--- config.mk ---
export PLATFORM = sky130hd
export DESIGN_NAME = absolute_encoder_frame_receiver_flat
export DESIGN_NICKNAME = d
export VERILOG_FILES = /design/src/rtl/aefr_pkg.sv /design/src/rtl/aefr_in_if.sv /design/src/rtl/aefr_out_if.sv /design/src/rtl/aefr_cfg_if.sv /design/src/rtl/aefr_parser.sv /design/src/rtl/aefr_angle.sv /design/src/rtl/absolute_encoder_frame_receiver.sv /design/src/flat_wrapper.sv
export SDC_FILE = /design/constraint.sdc
export NUM_CORES = 1
export LEC_CHECK = 0
export ABC_AREA = 0
export BUFFER_PORTS_ARGS = -buffer_cell sky130_fd_sc_hd__buf_2
export CORE_UTILIZATION = 40
export CTS_CLUSTER_SIZE = 12
export DETAILED_ROUTE_END_ITERATION = 10
export GPL_ROUTABILITY_DRIVEN = 0
export GPL_TIMING_DRIVEN = 0
export SLEW_MARGIN = 20
export SYNTH_ARGS = -nofsm -noshare
export SYNTH_HDL_FRONTEND = slang
export SYNTH_SLANG_ARGS = --single-unit
--- constraint.sdc ---
create_clock -name clk -period 4.82 [get_ports clk]
set_input_delay 0.723 -clock clk [delete_from_list [all_inputs] [get_ports clk]]
set_output_delay 0.723 -clock clk [all_outputs]
set_load 0.05 [all_outputs]
--- src/rtl/aefr_pkg.sv ---
// Shared constants and types for the absolute encoder frame receiver.
package aefr_pkg;

  localparam int ANGLE_BITS_DEF  = 17;
  localparam int ANGLE_WORD_BITS = 24;
  localparam int BYTE_BITS       = 8;
  localparam int POLE_BITS       = 7;
  localparam int IDX_BITS        = 3;

  localparam logic [BYTE_BITS-1:0] CTRL_EXPECTED  = 8'h02;
  localparam logic [POLE_BITS-1:0] POLE_PAIRS_RST = 7'd1;

  // Byte positions within the six-byte reply.
  localparam logic [IDX_BITS-1:0] POS_CTRL  = 3'd0;
  localparam logic [IDX_BITS-1:0] POS_ANG0  = 3'd2;
  localparam logic [IDX_BITS-1:0] POS_ANG1  = 3'd3;
  localparam logic [IDX_BITS-1:0] POS_ANG2  = 3'd4;
  localparam logic [IDX_BITS-1:0] POS_CHECK = 3'd5;
  localparam logic [IDX_BITS-1:0] POS_IDLE  = 3'd6;

  // Input beat kinds.
  localparam logic ACT_START = 1'b0;
  localparam logic ACT_BYTE  = 1'b1;

  typedef struct packed {
    logic valid;
    logic ok;
  } aefr_chk_t;

endpackage

--- src/rtl/aefr_in_if.sv ---
// Input channel: frame start markers and received bytes.
interface aefr_in_if;
  logic       valid;
  logic       ready;
  logic       action;
  logic [7:0] rx_byte;

  modport source (output valid, output action, output rx_byte, input ready);
  modport sink (input valid, input action, input rx_byte, output ready);
endinterface

--- src/rtl/aefr_out_if.sv ---
// Result channel: decoded angles and frame status.
interface aefr_out_if #(
  parameter int ANGLE_BITS = aefr_pkg::ANGLE_BITS_DEF
);
  logic                  valid;
  logic                  ready;
  logic [ANGLE_BITS-1:0] mech_angle;
  logic [ANGLE_BITS-1:0] elec_angle;
  logic                  frame_ok;

  modport source (output valid, output mech_angle, output elec_angle, output frame_ok,
                  input ready);
  modport sink (input valid, input mech_angle, input elec_angle, input frame_ok,
                output ready);
endinterface

--- src/rtl/aefr_cfg_if.sv ---
// Configuration write channel for the pole pair count.
interface aefr_cfg_if;
  logic       valid;
  logic       ready;
  logic [6:0] pole_pairs;

  modport source (output valid, output pole_pairs, input ready);
  modport sink (input valid, input pole_pairs, output ready);
endinterface

--- src/rtl/aefr_parser.sv ---
// Frame parser: byte position, running XOR, stored bytes and the check stage register.
module aefr_parser #(
  parameter int ANGLE_BITS = aefr_pkg::ANGLE_BITS_DEF
) (
  input  logic                  clk,
  input  logic                  rst_n,
  input  logic                  in_valid,
  output logic                  in_ready,
  input  logic                  in_action,
  input  logic [7:0]            in_rx_byte,
  input  logic                  adv,
  output aefr_pkg::aefr_chk_t   chk,
  output logic [ANGLE_BITS-1:0] mech
);
  import aefr_pkg::*;

  logic [IDX_BITS-1:0]        idx_r, idx_nxt;
  logic [BYTE_BITS-1:0]       xor_r, xor_nxt;
  logic [BYTE_BITS-1:0]       ctrl_r;
  logic [ANGLE_WORD_BITS-1:0] ang_r;
  aefr_chk_t                  chk_r, chk_nxt;
  logic [ANGLE_BITS-1:0]      mech_r, mech_nxt;
  logic                       accept;
  logic                       is_check;
  logic                       ok;

  assign in_ready = !chk_r.valid || adv;
  assign accept   = in_valid && in_ready;
  assign is_check = (in_action == ACT_BYTE) && (idx_r == POS_CHECK);
  assign ok       = (xor_r == in_rx_byte) && (ctrl_r == CTRL_EXPECTED);

  always_comb begin
    idx_nxt = idx_r;
    xor_nxt = xor_r;
    if (in_action == ACT_START) begin
      idx_nxt = '0;
      xor_nxt = '0;
    end else if (idx_r < POS_CHECK) begin
      idx_nxt = idx_r + 1'b1;
      xor_nxt = xor_r ^ in_rx_byte;
    end else if (idx_r == POS_CHECK) begin
      idx_nxt = POS_IDLE;
    end
  end

  always_comb begin
    chk_nxt.valid = accept && is_check;
    chk_nxt.ok    = ok;
    mech_nxt      = ok ? ~ang_r[ANGLE_BITS-1:0] : '0;
  end

  always_ff @(posedge clk) begin
    if (!rst_n) begin
      idx_r <= '0;
      xor_r <= '0;
      chk_r <= '0;
    end else begin
      if (accept) begin
        idx_r <= idx_nxt;
        xor_r <= xor_nxt;
      end
      if (in_ready) begin
        chk_r <= chk_nxt;
      end
    end
  end

  // Stored bytes and the mechanical angle carry no reset.
  always_ff @(posedge clk) begin
    if (accept && (in_action == ACT_BYTE)) begin
      unique case (idx_r)
        POS_CTRL: ctrl_r <= in_rx_byte;
        POS_ANG0: ang_r[7:0]   <= in_rx_byte;
        POS_ANG1: ang_r[15:8]  <= in_rx_byte;
        POS_ANG2: ang_r[23:16] <= in_rx_byte;
        default: ;
      endcase
    end
    if (in_ready) begin
      mech_r <= mech_nxt;
    end
  end

  assign chk  = chk_r;
  assign mech = mech_r;
endmodule

--- src/rtl/aefr_angle.sv ---
// Electrical angle stage: pole pair register, multiply and the output register.
module aefr_angle #(
  parameter int ANGLE_BITS = aefr_pkg::ANGLE_BITS_DEF
) (
  input  logic                  clk,
  input  logic                  rst_n,
  input  logic                  cfg_valid,
  output logic                  cfg_ready,
  input  logic [6:0]            cfg_pole_pairs,
  input  aefr_pkg::aefr_chk_t   chk,
  input  logic [ANGLE_BITS-1:0] mech,
  output logic                  adv,
  output logic                  out_valid,
  input  logic                  out_ready,
  output logic [ANGLE_BITS-1:0] out_mech_angle,
  output logic [ANGLE_BITS-1:0] out_elec_angle,
  output logic                  out_frame_ok
);
  import aefr_pkg::*;

  localparam int PROD_BITS = ANGLE_BITS + POLE_BITS;

  logic [POLE_BITS-1:0]  pp_r;
  logic                  vld_r;
  logic [ANGLE_BITS-1:0] mech_r;
  logic [ANGLE_BITS-1:0] elec_r, elec_nxt;
  logic                  ok_r;
  logic [PROD_BITS-1:0]  prod;

  assign cfg_ready = 1'b1;
  assign adv       = !vld_r || out_ready;

  // The product wraps modulo 2^ANGLE_BITS; a bad frame already carries a zero angle.
  assign prod     = PROD_BITS'(mech) * PROD_BITS'(pp_r);
  assign elec_nxt = prod[ANGLE_BITS-1:0];

  always_ff @(posedge clk) begin
    if (!rst_n) begin
      pp_r  <= POLE_PAIRS_RST;
      vld_r <= 1'b0;
    end else begin
      if (cfg_valid) begin
        pp_r <= cfg_pole_pairs;
      end
      if (adv) begin
        vld_r <= chk.valid;
      end
    end
  end

  always_ff @(posedge clk) begin
    if (adv) begin
      mech_r <= mech;
      elec_r <= elec_nxt;
      ok_r   <= chk.ok;
    end
  end

  assign out_valid      = vld_r;
  assign out_mech_angle = mech_r;
  assign out_elec_angle = elec_r;
  assign out_frame_ok   = ok_r;
endmodule

--- src/rtl/absolute_encoder_frame_receiver.sv ---
// Top level: absolute encoder reply receiver.
// The check register captures the result when the check byte is accepted;
// the output register then takes it over from the check register.
// Throughput: one input beat per cycle; the input stalls only while a result
// waits in the check register and the output register holds a stalled beat.
// Reset (rst_n low, synchronous): byte position and XOR cleared, pipeline
// emptied, pole pair count set to 1.
module absolute_encoder_frame_receiver #(
  parameter int ANGLE_BITS = aefr_pkg::ANGLE_BITS_DEF
) (
  input  logic              clk,
  input  logic              rst_n,
  aefr_in_if.sink           in_ch,
  aefr_out_if.source        out_ch,
  aefr_cfg_if.sink          cfg_ch
);
  import aefr_pkg::*;

  aefr_chk_t             chk;
  logic [ANGLE_BITS-1:0] mech;
  logic                  adv;

  aefr_parser #(
    .ANGLE_BITS(ANGLE_BITS)
  ) u_parser (
    .clk       (clk),
    .rst_n     (rst_n),
    .in_valid  (in_ch.valid),
    .in_ready  (in_ch.ready),
    .in_action (in_ch.action),
    .in_rx_byte(in_ch.rx_byte),
    .adv       (adv),
    .chk       (chk),
    .mech      (mech)
  );

  aefr_angle #(
    .ANGLE_BITS(ANGLE_BITS)
  ) u_angle (
    .clk           (clk),
    .rst_n         (rst_n),
    .cfg_valid     (cfg_ch.valid),
    .cfg_ready     (cfg_ch.ready),
    .cfg_pole_pairs(cfg_ch.pole_pairs),
    .chk           (chk),
    .mech          (mech),
    .adv           (adv),
    .out_valid     (out_ch.valid),
    .out_ready     (out_ch.ready),
    .out_mech_angle(out_ch.mech_angle),
    .out_elec_angle(out_ch.elec_angle),
    .out_frame_ok  (out_ch.frame_ok)
  );
endmodule

--- src/flat_wrapper.sv ---
// flat-port wrapper written by rule: the top's interface ports become plain ports
module absolute_encoder_frame_receiver_flat import aefr_pkg::*;
#(
  parameter int ANGLE_BITS = aefr_pkg::ANGLE_BITS_DEF
)
  (clk, rst_n, in_ch_valid, in_ch_action, in_ch_rx_byte, in_ch_ready, out_ch_valid, out_ch_mech_angle, out_ch_elec_angle, out_ch_frame_ok, out_ch_ready, cfg_ch_valid, cfg_ch_pole_pairs, cfg_ch_ready);
  aefr_in_if in_ch_i ();
  aefr_out_if #(.ANGLE_BITS(ANGLE_BITS)) out_ch_i ();
  aefr_cfg_if cfg_ch_i ();
  input  logic clk;
  input  logic rst_n;
  input wire logic [$bits(in_ch_i.valid)-1:0] in_ch_valid;
  input wire logic [$bits(in_ch_i.action)-1:0] in_ch_action;
  input wire logic [$bits(in_ch_i.rx_byte)-1:0] in_ch_rx_byte;
  output wire logic [$bits(in_ch_i.ready)-1:0] in_ch_ready;
  output wire logic [$bits(out_ch_i.valid)-1:0] out_ch_valid;
  output wire logic [$bits(out_ch_i.mech_angle)-1:0] out_ch_mech_angle;
  output wire logic [$bits(out_ch_i.elec_angle)-1:0] out_ch_elec_angle;
  output wire logic [$bits(out_ch_i.frame_ok)-1:0] out_ch_frame_ok;
  input wire logic [$bits(out_ch_i.ready)-1:0] out_ch_ready;
  input wire logic [$bits(cfg_ch_i.valid)-1:0] cfg_ch_valid;
  input wire logic [$bits(cfg_ch_i.pole_pairs)-1:0] cfg_ch_pole_pairs;
  output wire logic [$bits(cfg_ch_i.ready)-1:0] cfg_ch_ready;
  assign in_ch_i.valid = in_ch_valid;
  assign in_ch_i.action = in_ch_action;
  assign in_ch_i.rx_byte = in_ch_rx_byte;
  assign in_ch_ready = in_ch_i.ready;
  assign out_ch_valid = out_ch_i.valid;
  assign out_ch_mech_angle = out_ch_i.mech_angle;
  assign out_ch_elec_angle = out_ch_i.elec_angle;
  assign out_ch_frame_ok = out_ch_i.frame_ok;
  assign out_ch_i.ready = out_ch_ready;
  assign cfg_ch_i.valid = cfg_ch_valid;
  assign cfg_ch_i.pole_pairs = cfg_ch_pole_pairs;
  assign cfg_ch_ready = cfg_ch_i.ready;
  absolute_encoder_frame_receiver #(.ANGLE_BITS(ANGLE_BITS)) u_core (.clk(clk), .rst_n(rst_n), .in_ch(in_ch_i), .out_ch(out_ch_i), .cfg_ch(cfg_ch_i));
endmodule
### Yosys cells after proc, flatten, opt, wreduce, memory -nomap -nowiden

Cells that the tools add are included.

* bits in registers: 98
* input bits: 21
* output and inout bits: 38
* word-level logic and storage cells: 48

* $add $sub $neg: 1
* $mul: 1
* order comparisons: 1
* equality and inequality tests: 8
* multiplexer cells: 5
* bitwise operators: 2
* reductions and logical operators: 16

Operators by type and width (count)
* $mul 17x7->17: 1
* $not 17->17: 1
* $mux 8: 2
* $reduce_and 2->1: 6
* $mux 3: 3
* $eq 8x2->1 const B: 1
* $eq 8x8->1: 1
* $xor 8x8->8: 1
* $eq 3x2->1 const B: 2
* $eq 3x3->1 const B: 2
* $logic_and 1x1->1: 5
* $add 3x1->3 const B: 1
* $logic_not 3->1: 1
* $lt 3x3->1 const B: 1
* $ne 3x1->1 const B: 1
* $logic_not 1->1: 2
* $logic_or 1x1->1: 2
* $ne 2x1->1 const B: 1

### Logic depth before layout (Yosys ltp)

Gate-level depths: netlist of run 1.

* depth after elaboration: 6
* mapped depth: 17
* depth with buffers taken out: 16

### By module

A second synthesis of run 1 with hierarchy kept.

* cells, all modules: 538
* area total of the unflattened synthesis: 6242.2 µm²

Modules (own cells, without submodules)
* aefr_angle: times used 1, cells an instance 388, area an instance 4095.2 µm², sequential area each 1211.2 µm²
* aefr_parser: times used 1, cells an instance 150, area an instance 2147.1 µm², sequential area each 1521.5 µm²

### Worst setup path before layout of run 1

Ideal clock, no wire load.

* path type: reg-to-reg
* start: register u_core.u_angle.pp_r[2]
* end: register u_core.u_angle.elec_r[13], in the netlist u_core.u_angle.out_elec_angle[13], data pin
* setup time: 264 ps
* arrival: 4010 ps
* data required time: 4556 ps
* path slack: 545 ps
* cell stages (with the launch flop): 15
* path buffers: 1
* clock period less this slack: 4275 ps
* cells stage by stage: dfxtp_1 -> clkbuf_1 -> and2_1 -> fa_1 -> inv_1 -> fa_1 -> inv_1 -> fa_1 -> fa_1 -> ha_1 -> o21ai_0 -> inv_1 -> a211oi_2 -> a2111oi_0 -> nand3b_1

* word-level cells in the longest chain between the ends: 1

RTL lines
* start, declared: line aefr_angle.sv:23 `logic [POLE_BITS-1:0] pp_r;`
* start signal, assigned: line aefr_angle.sv:43 `pp_r <= cfg_pole_pairs;`
* $mul 17x7->17: line aefr_angle.sv:34 `assign prod = PROD_BITS'(mech) * PROD_BITS'(pp_r);`
* via u_core.u_angle.prod[13]: line aefr_angle.sv:28 `logic [PROD_BITS-1:0] prod;`
* end signal, assigned: line aefr_angle.sv:54 `elec_r <= elec_nxt;`
* end, declared: line aefr_angle.sv:26 `logic [ANGLE_BITS-1:0] elec_r, elec_nxt;`

The timed path passes the listed nets, and every way through them passes these cells.
A chain may end at the register's enable or synchronous reset.

### Final worst setup path of run 1

* start: register u_core.u_angle.pp_r[3]
* end: register u_core.u_angle.elec_r[14], in the netlist u_core.u_angle.out_elec_angle[14], data pin

Same word-level chain as after synthesis.

==> summary.txt, run 1 <==
Finish
  – Layout Cell Area excl Fill: 0.00717 sq mm
  – Fraction of final layout cells sized beyond drive strength 1: 0.172
  – Flip-flop and latch area: 0.00274 sq mm
  – Number of fillers in the final layout: 1413
  – Net count of the finished layout: 719
  – Layout Area Growth over Synthesis: 14.0%
  – Area occupied by multi-input gates: 0.00323 sq mm
  – Number of antenna diodes: 0

Placed design
  – Post-place setup slack: -0.0813 ns
  – Total cell area at the placement stage: 0.00686 sq mm
  – Detailed-placement wirelength estimate: 9000 microns
  – Total of buffers placed on input and output ports: 56

Setup path
  – Arrival time at the worst endpoint: 4.66 ns
  – Depth of the worst register-to-register path: 15
  – Bufs and invs on worst path: 3
  – Worst path cell trace: buf_2 -> and2_1 -> fa_1 -> fa_1 -> fa_1 -> inv_1 -> fa_1 -> inv_1 -> ha_1 -> o21a_1 -> o21a_1 -> o21ai_2 -> o21ba_2 -> o31ai_2 -> xor2_1
  – Kind of start point of the critical path: flop
  – Most numerous cell on the critical path: sky130_fd_sc_hd__fa_1
  – Crit-path max cell delay: 0.51 ns
  – Type of the worst setup path: reg -> reg
  – Slowest cell on the critical path: sky130_fd_sc_hd__fa_1
  – Maximum fanout count along the critical path: 10
  – Req. time, crit path: 4.92 ns
  – Start of the worst register-to-register path: u_core.u_angle.pp_r[3]
  – Worst Setup End Kind: flop
  – Family with the most delay on the worst path: adder cells
  – FF-to-FF End: u_core.u_angle.out_elec_angle[14]
  – Minimum setup slack among reg-to-reg paths: 0.25 ns
  – Stages on worst setup path: 15

Min path
  – Worst hold path cell count: 0
  – Worst min-delay path startpoint: u_core.u_parser.chk[0]
  – Endpoint with the worst hold slack: u_core.u_angle.out_frame_ok
  – Worst min path class: reg -> reg

Logic synthesis
  – Total number of yosys warnings: 0
  – Count of cell types in the netlist: 47
  – #FFs+latches synth: 98
  – Prevailing post-synth register cell: sky130_fd_sc_hd__edfxtp_1
  – Dominant cell by count in the synthesized netlist: sky130_fd_sc_hd__edfxtp_1
  – Number of enable-type register cells in the synthesized netlist: 77
  – Ys async rst share: 0
  – Cell Area, Synth: 0.00629 sq mm
  – Leading cell types by total area after synthesis: sky130_fd_sc_hd__edfxtp_1 (37%), sky130_fd_sc_hd__fa_1 (18%), sky130_fd_sc_hd__and2_1 (7.3%), sky130_fd_sc_hd__dfxtp_1 (6.7%), sky130_fd_sc_hd__ha_1 (5.6%)
  – Nets in the synthesized netlist: 650
  – Fraction of post-synthesis cell area in the top cell type by area: 0.368
  – Synthesized area per cell: 11.6 sq um
  – List of most frequent post-synthesis cells: sky130_fd_sc_hd__edfxtp_1 (77), sky130_fd_sc_hd__and2_1 (73), sky130_fd_sc_hd__inv_1 (72)
  – Sequential element share of the synthesized area: 0.434
  – Cell taking the most area after synthesis: sky130_fd_sc_hd__edfxtp_1
  – Count of mapped cells out of synthesis: 544

Clock network
  – Count of clock tree sinks: 98
  – Clock-pin slew on the worst setup and hold paths: 0.07 ns
  – Root buffer cell: sky130_fd_sc_hd__clkbuf_16
  – H-tree levels: 3
  – Maximum root-to-sink buffer count: 2
  – TritonCTS clock tree: built
  – TritonCTS Buffers: 9
  – Later-pin clock latency in the skew report: 0.35 ns

Floorplanning
  – Initial standard-cell utilization of the core: 0.412
  – Floorplan die height: 127 microns
  – Floorplan die area: 0.0162 sq mm
  – I/O pin total: 59
  – Horizontal die dimension: 127 microns
  – Rows: 45
  – Core outline area: 0.0153 sq mm

Timing
  – Worst-case clock skew: 0.00718 ns
  – Worst slew margin relative to its limit: 0.655
  – Transition at the pin with the smallest max-transition slack: 0.518 ns
  – Minimum clock period after layout: 4.57 ns
  – Ratio of final minimum period to clock period: 0.948
  – Slack of the critical path: 0.253 ns
  – Final setup violating endpoints: 0
  – Final hold violations: 0
  – Max Clk Rate: 219 MHz
  – Slew Limit Fails: 0
  – Final-layout worst hold slack: 0.444 ns

Global routing
  – Remaining global-route overflow: 0
  – Antenna violations before repair: 0
  – Global-route wire length before repair: 19700 microns
  – Tot GR Track Use: 0.161
  – Number of global-route vias before repair: 4130
  – Maximum number of pins on one net before global-route repair: 25

Pwr
  – Leakage power summed over all cells: 0.00331 uW
  – Cell Pwr Density: 232 mW/mm^2
  – Worst IR Drop VDD: 0.000174 V

Outcome
  – Result of the run: finished clean

Route
  – Violation count after the first detailed-routing iteration: 83
  – Pre-antenna DRT Iters: 4
  – Total via count after detailed routing: 3960
  – Drc violations: 0
  – DRT antenna net count: 0
  – Routed WL: 11600 microns
  – DR WL/cell: 14.0 microns
  – Detailed-route vias per instance: 4.78

Flow run
  – Max capacitance violation total: 0
## worst max path at each step
stage / to / slack [ns] / from
floorplan: u_core.u_angle.out_elec_angle[13] / 0.55 / u_core.u_angle.pp_r[2]
global placement: u_core.u_angle.out_elec_angle[13] / -0.04 / u_core.u_angle.pp_r[2]
detailed placement: u_core.u_angle.out_elec_angle[13] / -0.08 / u_core.u_angle.pp_r[2]
CTS: u_core.u_angle.out_elec_angle[14] / 0.01 / u_core.u_angle.pp_r[1]
global route: u_core.u_angle.out_elec_angle[13] / -0.0003 / u_core.u_angle.pp_r[2]
finish: u_core.u_angle.out_elec_angle[14] / 0.25 / u_core.u_angle.pp_r[3]
## cells by family after synthesis
family / Yosys count / synth area share
mux: 8 / 0.0127
xor+xnor: 29 / 0.0404
fa+ha+maj: 85 / 0.237
other cells: 1 / 0.000596
compound gates: 60 / 0.0650
buf+inv: 87 / 0.0537
flops: 98 / 0.434
simple gates: 176 / 0.156
## through the flow
step                  TNS, ns  utilization  total power, uW  cells
floorplan                   0            -              975    544
detailed placement     -0.212        0.450             1010    812
global placement      -0.0815        0.448             1000    811
global route        -0.000289        0.470             1730    829
finish                      0        0.470             1670    829
CTS                         0        0.469             1690    828
## where the power goes
part           internal [uW]  leakage, uW  switching [uW]  total [uW]
Combinational           24.8      0.00214            40.2        65.0
Sequential               913      0.00104            9.48         922
Clock                    356     0.000131             323         680
Total                   1290      0.00331             373        1670
## sequential cells by signal, summed over array words and instances (netlist names)
name	flops
u_core.u_angle.out_elec_angle	17
u_core.u_angle.out_mech_angle	17
u_core.u_parser.ang_r	17
u_core.u_parser.mech	17
u_core.u_parser.ctrl_r	8
u_core.u_parser.xor_r	8
u_core.u_angle.pp_r	7
u_core.u_parser.idx_r	3
u_core.u_parser.chk	2
u_core.u_angle.out_frame_ok	1
u_core.u_angle.out_valid	1
## cell type report
class,instances,area share
buffer,15,0.0106
multi-input combinational,359,0.450
sequential,98,0.381
timing repair buffer,58,0.0445
inverter,72,0.0377
clock inverter,6,0.00680
tap,211,0.0368
clock buffer,10,0.0319
## what timing repair did
item                       4_1_cts  5_1_grt
buffers inserted                 0        0
gates resized for setup          2       15
hold buffers                     0        0
setup endpoints to repair        5        7
hold endpoints to repair         0        0
pin swaps                        0        0
## cell usage in the layout, fill, tap and decap left out, types with 2 or more instances in the layout
master,n
sky130_fd_sc_hd__edfxtp_1,77
sky130_fd_sc_hd__and2_1,73
sky130_fd_sc_hd__inv_1,72
sky130_fd_sc_hd__buf_2,60
sky130_fd_sc_hd__fa_1,57
sky130_fd_sc_hd__nand2_1,36
sky130_fd_sc_hd__ha_1,28
sky130_fd_sc_hd__nor2_1,20
sky130_fd_sc_hd__dfxtp_1,19
sky130_fd_sc_hd__xor2_1,15
sky130_fd_sc_hd__xnor2_1,14
sky130_fd_sc_hd__o21ai_0,14
sky130_fd_sc_hd__nor2_2,11
sky130_fd_sc_hd__a21oi_1,10
sky130_fd_sc_hd__nand3b_1,10
sky130_fd_sc_hd__a21boi_1,10
sky130_fd_sc_hd__clkbuf_16,9
sky130_fd_sc_hd__mux2i_1,8
sky130_fd_sc_hd__clkbuf_1,6
sky130_fd_sc_hd__nor2b_1,6
sky130_fd_sc_hd__nand3_1,5
sky130_fd_sc_hd__and3_1,4
sky130_fd_sc_hd__o21a_1,4
sky130_fd_sc_hd__nor4_1,3
sky130_fd_sc_hd__clkbuf_2,3
sky130_fd_sc_hd__o211ai_1,2
sky130_fd_sc_hd__o31ai_1,2
sky130_fd_sc_hd__a21boi_0,2
sky130_fd_sc_hd__buf_4,2
sky130_fd_sc_hd__o21ai_2,2
sky130_fd_sc_hd__a21o_1,2
sky130_fd_sc_hd__o21bai_1,2
sky130_fd_sc_hd__clkinvlp_4,2
sky130_fd_sc_hd__inv_6,2
sky130_fd_sc_hd__dfxtp_2,2
## per-layer routing
| metal | track usage | routed length, microns |
|---|---|---|
| met5 | 0 | 0 |
| met2 | 0.287 | 5950 |
| met1 | 0.179 | 4790 |
| met4 | 0.0840 | 395 |
| met3 | 0.0364 | 493 |
No activity file was read; power rests on OpenSTA's default activity.
==> inputs of run 2 (changes only) <==
SETUP_SLACK_MARGIN = 0.5   (was unset)
==> summary.txt, run 2 (synthesis results as in run 1) <==
Outcome
  – Result of the run: finished clean (unchanged)

Route
  – Drc violations: 0 (unchanged)
  – Total via count after detailed routing: 4077 (was 3960)
  – DR WL/cell: 14.5 microns (was 14.0 microns)
  – DRT antenna net count: 0 (unchanged)
  – Detailed-route vias per instance: 4.74 (was 4.78)
  – Pre-antenna DRT Iters: 4 (unchanged)
  – Violation count after the first detailed-routing iteration: 67 (was 83)
  – Routed WL: 12500 microns (was 11600 microns)

Global routing
  – Remaining global-route overflow: 0 (unchanged)
  – Maximum number of pins on one net before global-route repair: 25 (unchanged)
  – Tot GR Track Use: 0.166 (was 0.161)
  – Global-route wire length before repair: 20400 microns (was 19700 microns)
  – Antenna violations before repair: 0 (unchanged)
  – Number of global-route vias before repair: 4232 (was 4130)

Finish
  – Area occupied by multi-input gates: 0.00343 sq mm (was 0.00323 sq mm)
  – Commonest non-fill, non-tap cells in the layout: sky130_fd_sc_hd__edfxtp_1 (77), sky130_fd_sc_hd__and2_1 (67), sky130_fd_sc_hd__inv_1 (67), sky130_fd_sc_hd__buf_2 (59), sky130_fd_sc_hd__fa_1 (57) (was sky130_fd_sc_hd__edfxtp_1 (77), sky130_fd_sc_hd__and2_1 (73), sky130_fd_sc_hd__inv_1 (72), sky130_fd_sc_hd__buf_2 (60), sky130_fd_sc_hd__fa_1 (57))
  – Most common library cell in the layout ignoring fill and taps: sky130_fd_sc_hd__edfxtp_1 (unchanged)
  – Fraction of final layout cells sized beyond drive strength 1: 0.262 (was 0.172)
  – Layout Cell Area excl Fill: 0.00767 sq mm (was 0.00717 sq mm)
  – Net count of the finished layout: 751 (was 719)
  – Cell Count, Final, Fillers Out: 861 (was 829)
  – Layout Area Growth over Synthesis: 21.9% (was 14.0%)
  – Number of fillers in the final layout: 1363 (was 1413)
  – Flip-flop and latch area: 0.00275 sq mm (was 0.00274 sq mm)
  – Number of antenna diodes: 0 (unchanged)

Setup path
  – Req. time, crit path: 4.92 ns (about the same)
  – Start of the worst register-to-register path: u_core.u_parser.mech[5] (was u_core.u_angle.pp_r[3])
  – Maximum fanout count along the critical path: 6 (was 10)
  – Launch point of the worst path: u_core.u_parser.mech[5] (was u_core.u_angle.pp_r[3])
  – Type of the worst setup path: reg -> reg (unchanged)
  – Worst Setup End Kind: flop (unchanged)
  – Minimum setup slack among reg-to-reg paths: 0.50 ns (was 0.25 ns)
  – Kind of start point of the critical path: flop (unchanged)
  – Arrival time at the worst endpoint: 4.43 ns (was 4.66 ns)

Floorplanning
  – Rows: 45 (unchanged)
  – Floorplan die area: 0.0162 sq mm (unchanged)
  – I/O pin total: 59 (unchanged)
  – Initial standard-cell utilization of the core: 0.412 (unchanged)
  – Horizontal die dimension: 127 microns (unchanged)
  – Core outline area: 0.0153 sq mm (unchanged)
  – Floorplan die height: 127 microns (unchanged)

Timing
  – Final setup violating endpoints: 0 (unchanged)
  – Minimum clock period after layout: 4.32 ns (was 4.57 ns)
  – Unrepaired setup endpoints after global routing: true
  – Worst slew margin relative to its limit: 0.647 (was 0.655)
  – Transition at the pin with the smallest max-transition slack: 0.530 ns (was 0.518 ns)
  – Worst-case clock skew: 0.00765 ns (was 0.00718 ns)
  – Max Clk Rate: 231 MHz (was 219 MHz)
  – Ratio of final minimum period to clock period: 0.897 (was 0.948)
  – Slew Limit Fails: 0 (unchanged)
  – Slack of the critical path: 0.498 ns (was 0.253 ns)
  – Final-layout worst hold slack: 0.442 ns (was 0.444 ns)
  – Final hold violations: 0 (unchanged)

Clock network
  – Maximum root-to-sink buffer count: 2 (unchanged)
  – TritonCTS Buffers: 9 (unchanged)
  – Clock-pin slew on the worst setup and hold paths: 0.07 ns (about the same)
  – Count of clock tree sinks: 98 (unchanged)
  – Later-pin clock latency in the skew report: 0.36 ns (was 0.35 ns)
  – CTS Hold Bufs: 0 (unchanged)
  – H-tree levels: 3 (unchanged)
  – Root buffer cell: sky130_fd_sc_hd__clkbuf_16 (unchanged)
  – TritonCTS clock tree: built (unchanged)

Min path
  – Worst min path class: reg -> reg (unchanged)
  – Worst min-delay path startpoint: u_core.u_parser.chk[0] (unchanged)

Flow run
  – Max capacitance violation total: 0 (unchanged)

Placed design
  – Detailed-placement wirelength estimate: 9000 microns (unchanged)
  – Post-place setup slack: -0.0813 ns (unchanged)
  – Total of buffers placed on input and output ports: 56 (unchanged)
  – Placed cell count: 812 (unchanged)
  – Total cell area at the placement stage: 0.00686 sq mm (unchanged)

Pwr
  – Leakage power summed over all cells: 0.00350 uW (was 0.00331 uW)
  – Worst IR Drop VDD: 0.000174 V (about the same)
  – Cell Pwr Density: 218 mW/mm^2 (was 232 mW/mm^2)
run 2: power by group:
part | switching [uW] | internal [uW]
combinational | 42.4 | 28.6
sequential | 8.03 | 913
clock | 326 | 356
run 2: what timing repair did:
item,CTS,global route
resized for setup,37,35
buffers inserted,18,14
setup endpoints to repair,9,8
pin swaps,7,23
endpoints found under the hold margin,0,0
gates cloned,0,0
run 2: critical path, cell delays in order (launching register included):
cell and delay (ns):
sky130_fd_sc_hd__edfxtp_1 0.43, sky130_fd_sc_hd__buf_6 0.15, sky130_fd_sc_hd__and2_4 0.15, sky130_fd_sc_hd__fa_1 0.54, sky130_fd_sc_hd__fa_1 0.46, sky130_fd_sc_hd__fa_1 0.54, sky130_fd_sc_hd__inv_2 0.04, sky130_fd_sc_hd__fa_1 0.51
sky130_fd_sc_hd__inv_2 0.05, sky130_fd_sc_hd__ha_4 0.22, sky130_fd_sc_hd__o21a_1 0.16, sky130_fd_sc_hd__o21a_1 0.20, sky130_fd_sc_hd__o21ai_4 0.21, sky130_fd_sc_hd__o21ba_4 0.20, sky130_fd_sc_hd__o31ai_4 0.06, sky130_fd_sc_hd__xor2_1 0.17
run 2: worst paths after layout:
check	end	cells after the start
max	u_core.u_angle.out_elec_angle[14]	15
min	u_core.u_angle.out_frame_ok	0
max reg2reg	u_core.u_angle.out_elec_angle[14]	15
min reg2reg	u_core.u_angle.out_frame_ok	0
run 2: per-layer routing:
layer | wire length, microns | vias up | GRT usage
li1 | - | 1981 | -
met1 | 5070 | 2001 | 0.186
met2 | 6630 | 75 | 0.303
met3 | 433 | 20 | 0.0327
met4 | 334 | 0 | 0.0777
met5 | 0 | - | 0
run 2: cell type report:
type,instances,share of cell area
inverter,72,0.0352
timing repair buffer,90,0.0754
tap,211,0.0344
clock inverter,6,0.00636
multi-input combinational,359,0.447
sequential,98,0.358
buffer,15,0.0135
clock buffer,10,0.0299
run 2: through the flow:
step | util | total power [uW] | TNS, ns
after floorplan | - | 975 | 0
after global placement | 0.448 | 1000 | -0.0815
after detailed placement | 0.450 | 1010 | -0.212
after CTS | 0.486 | 1690 | 0
after global routing | 0.503 | 1730 | 0
final | 0.503 | 1670 | 0
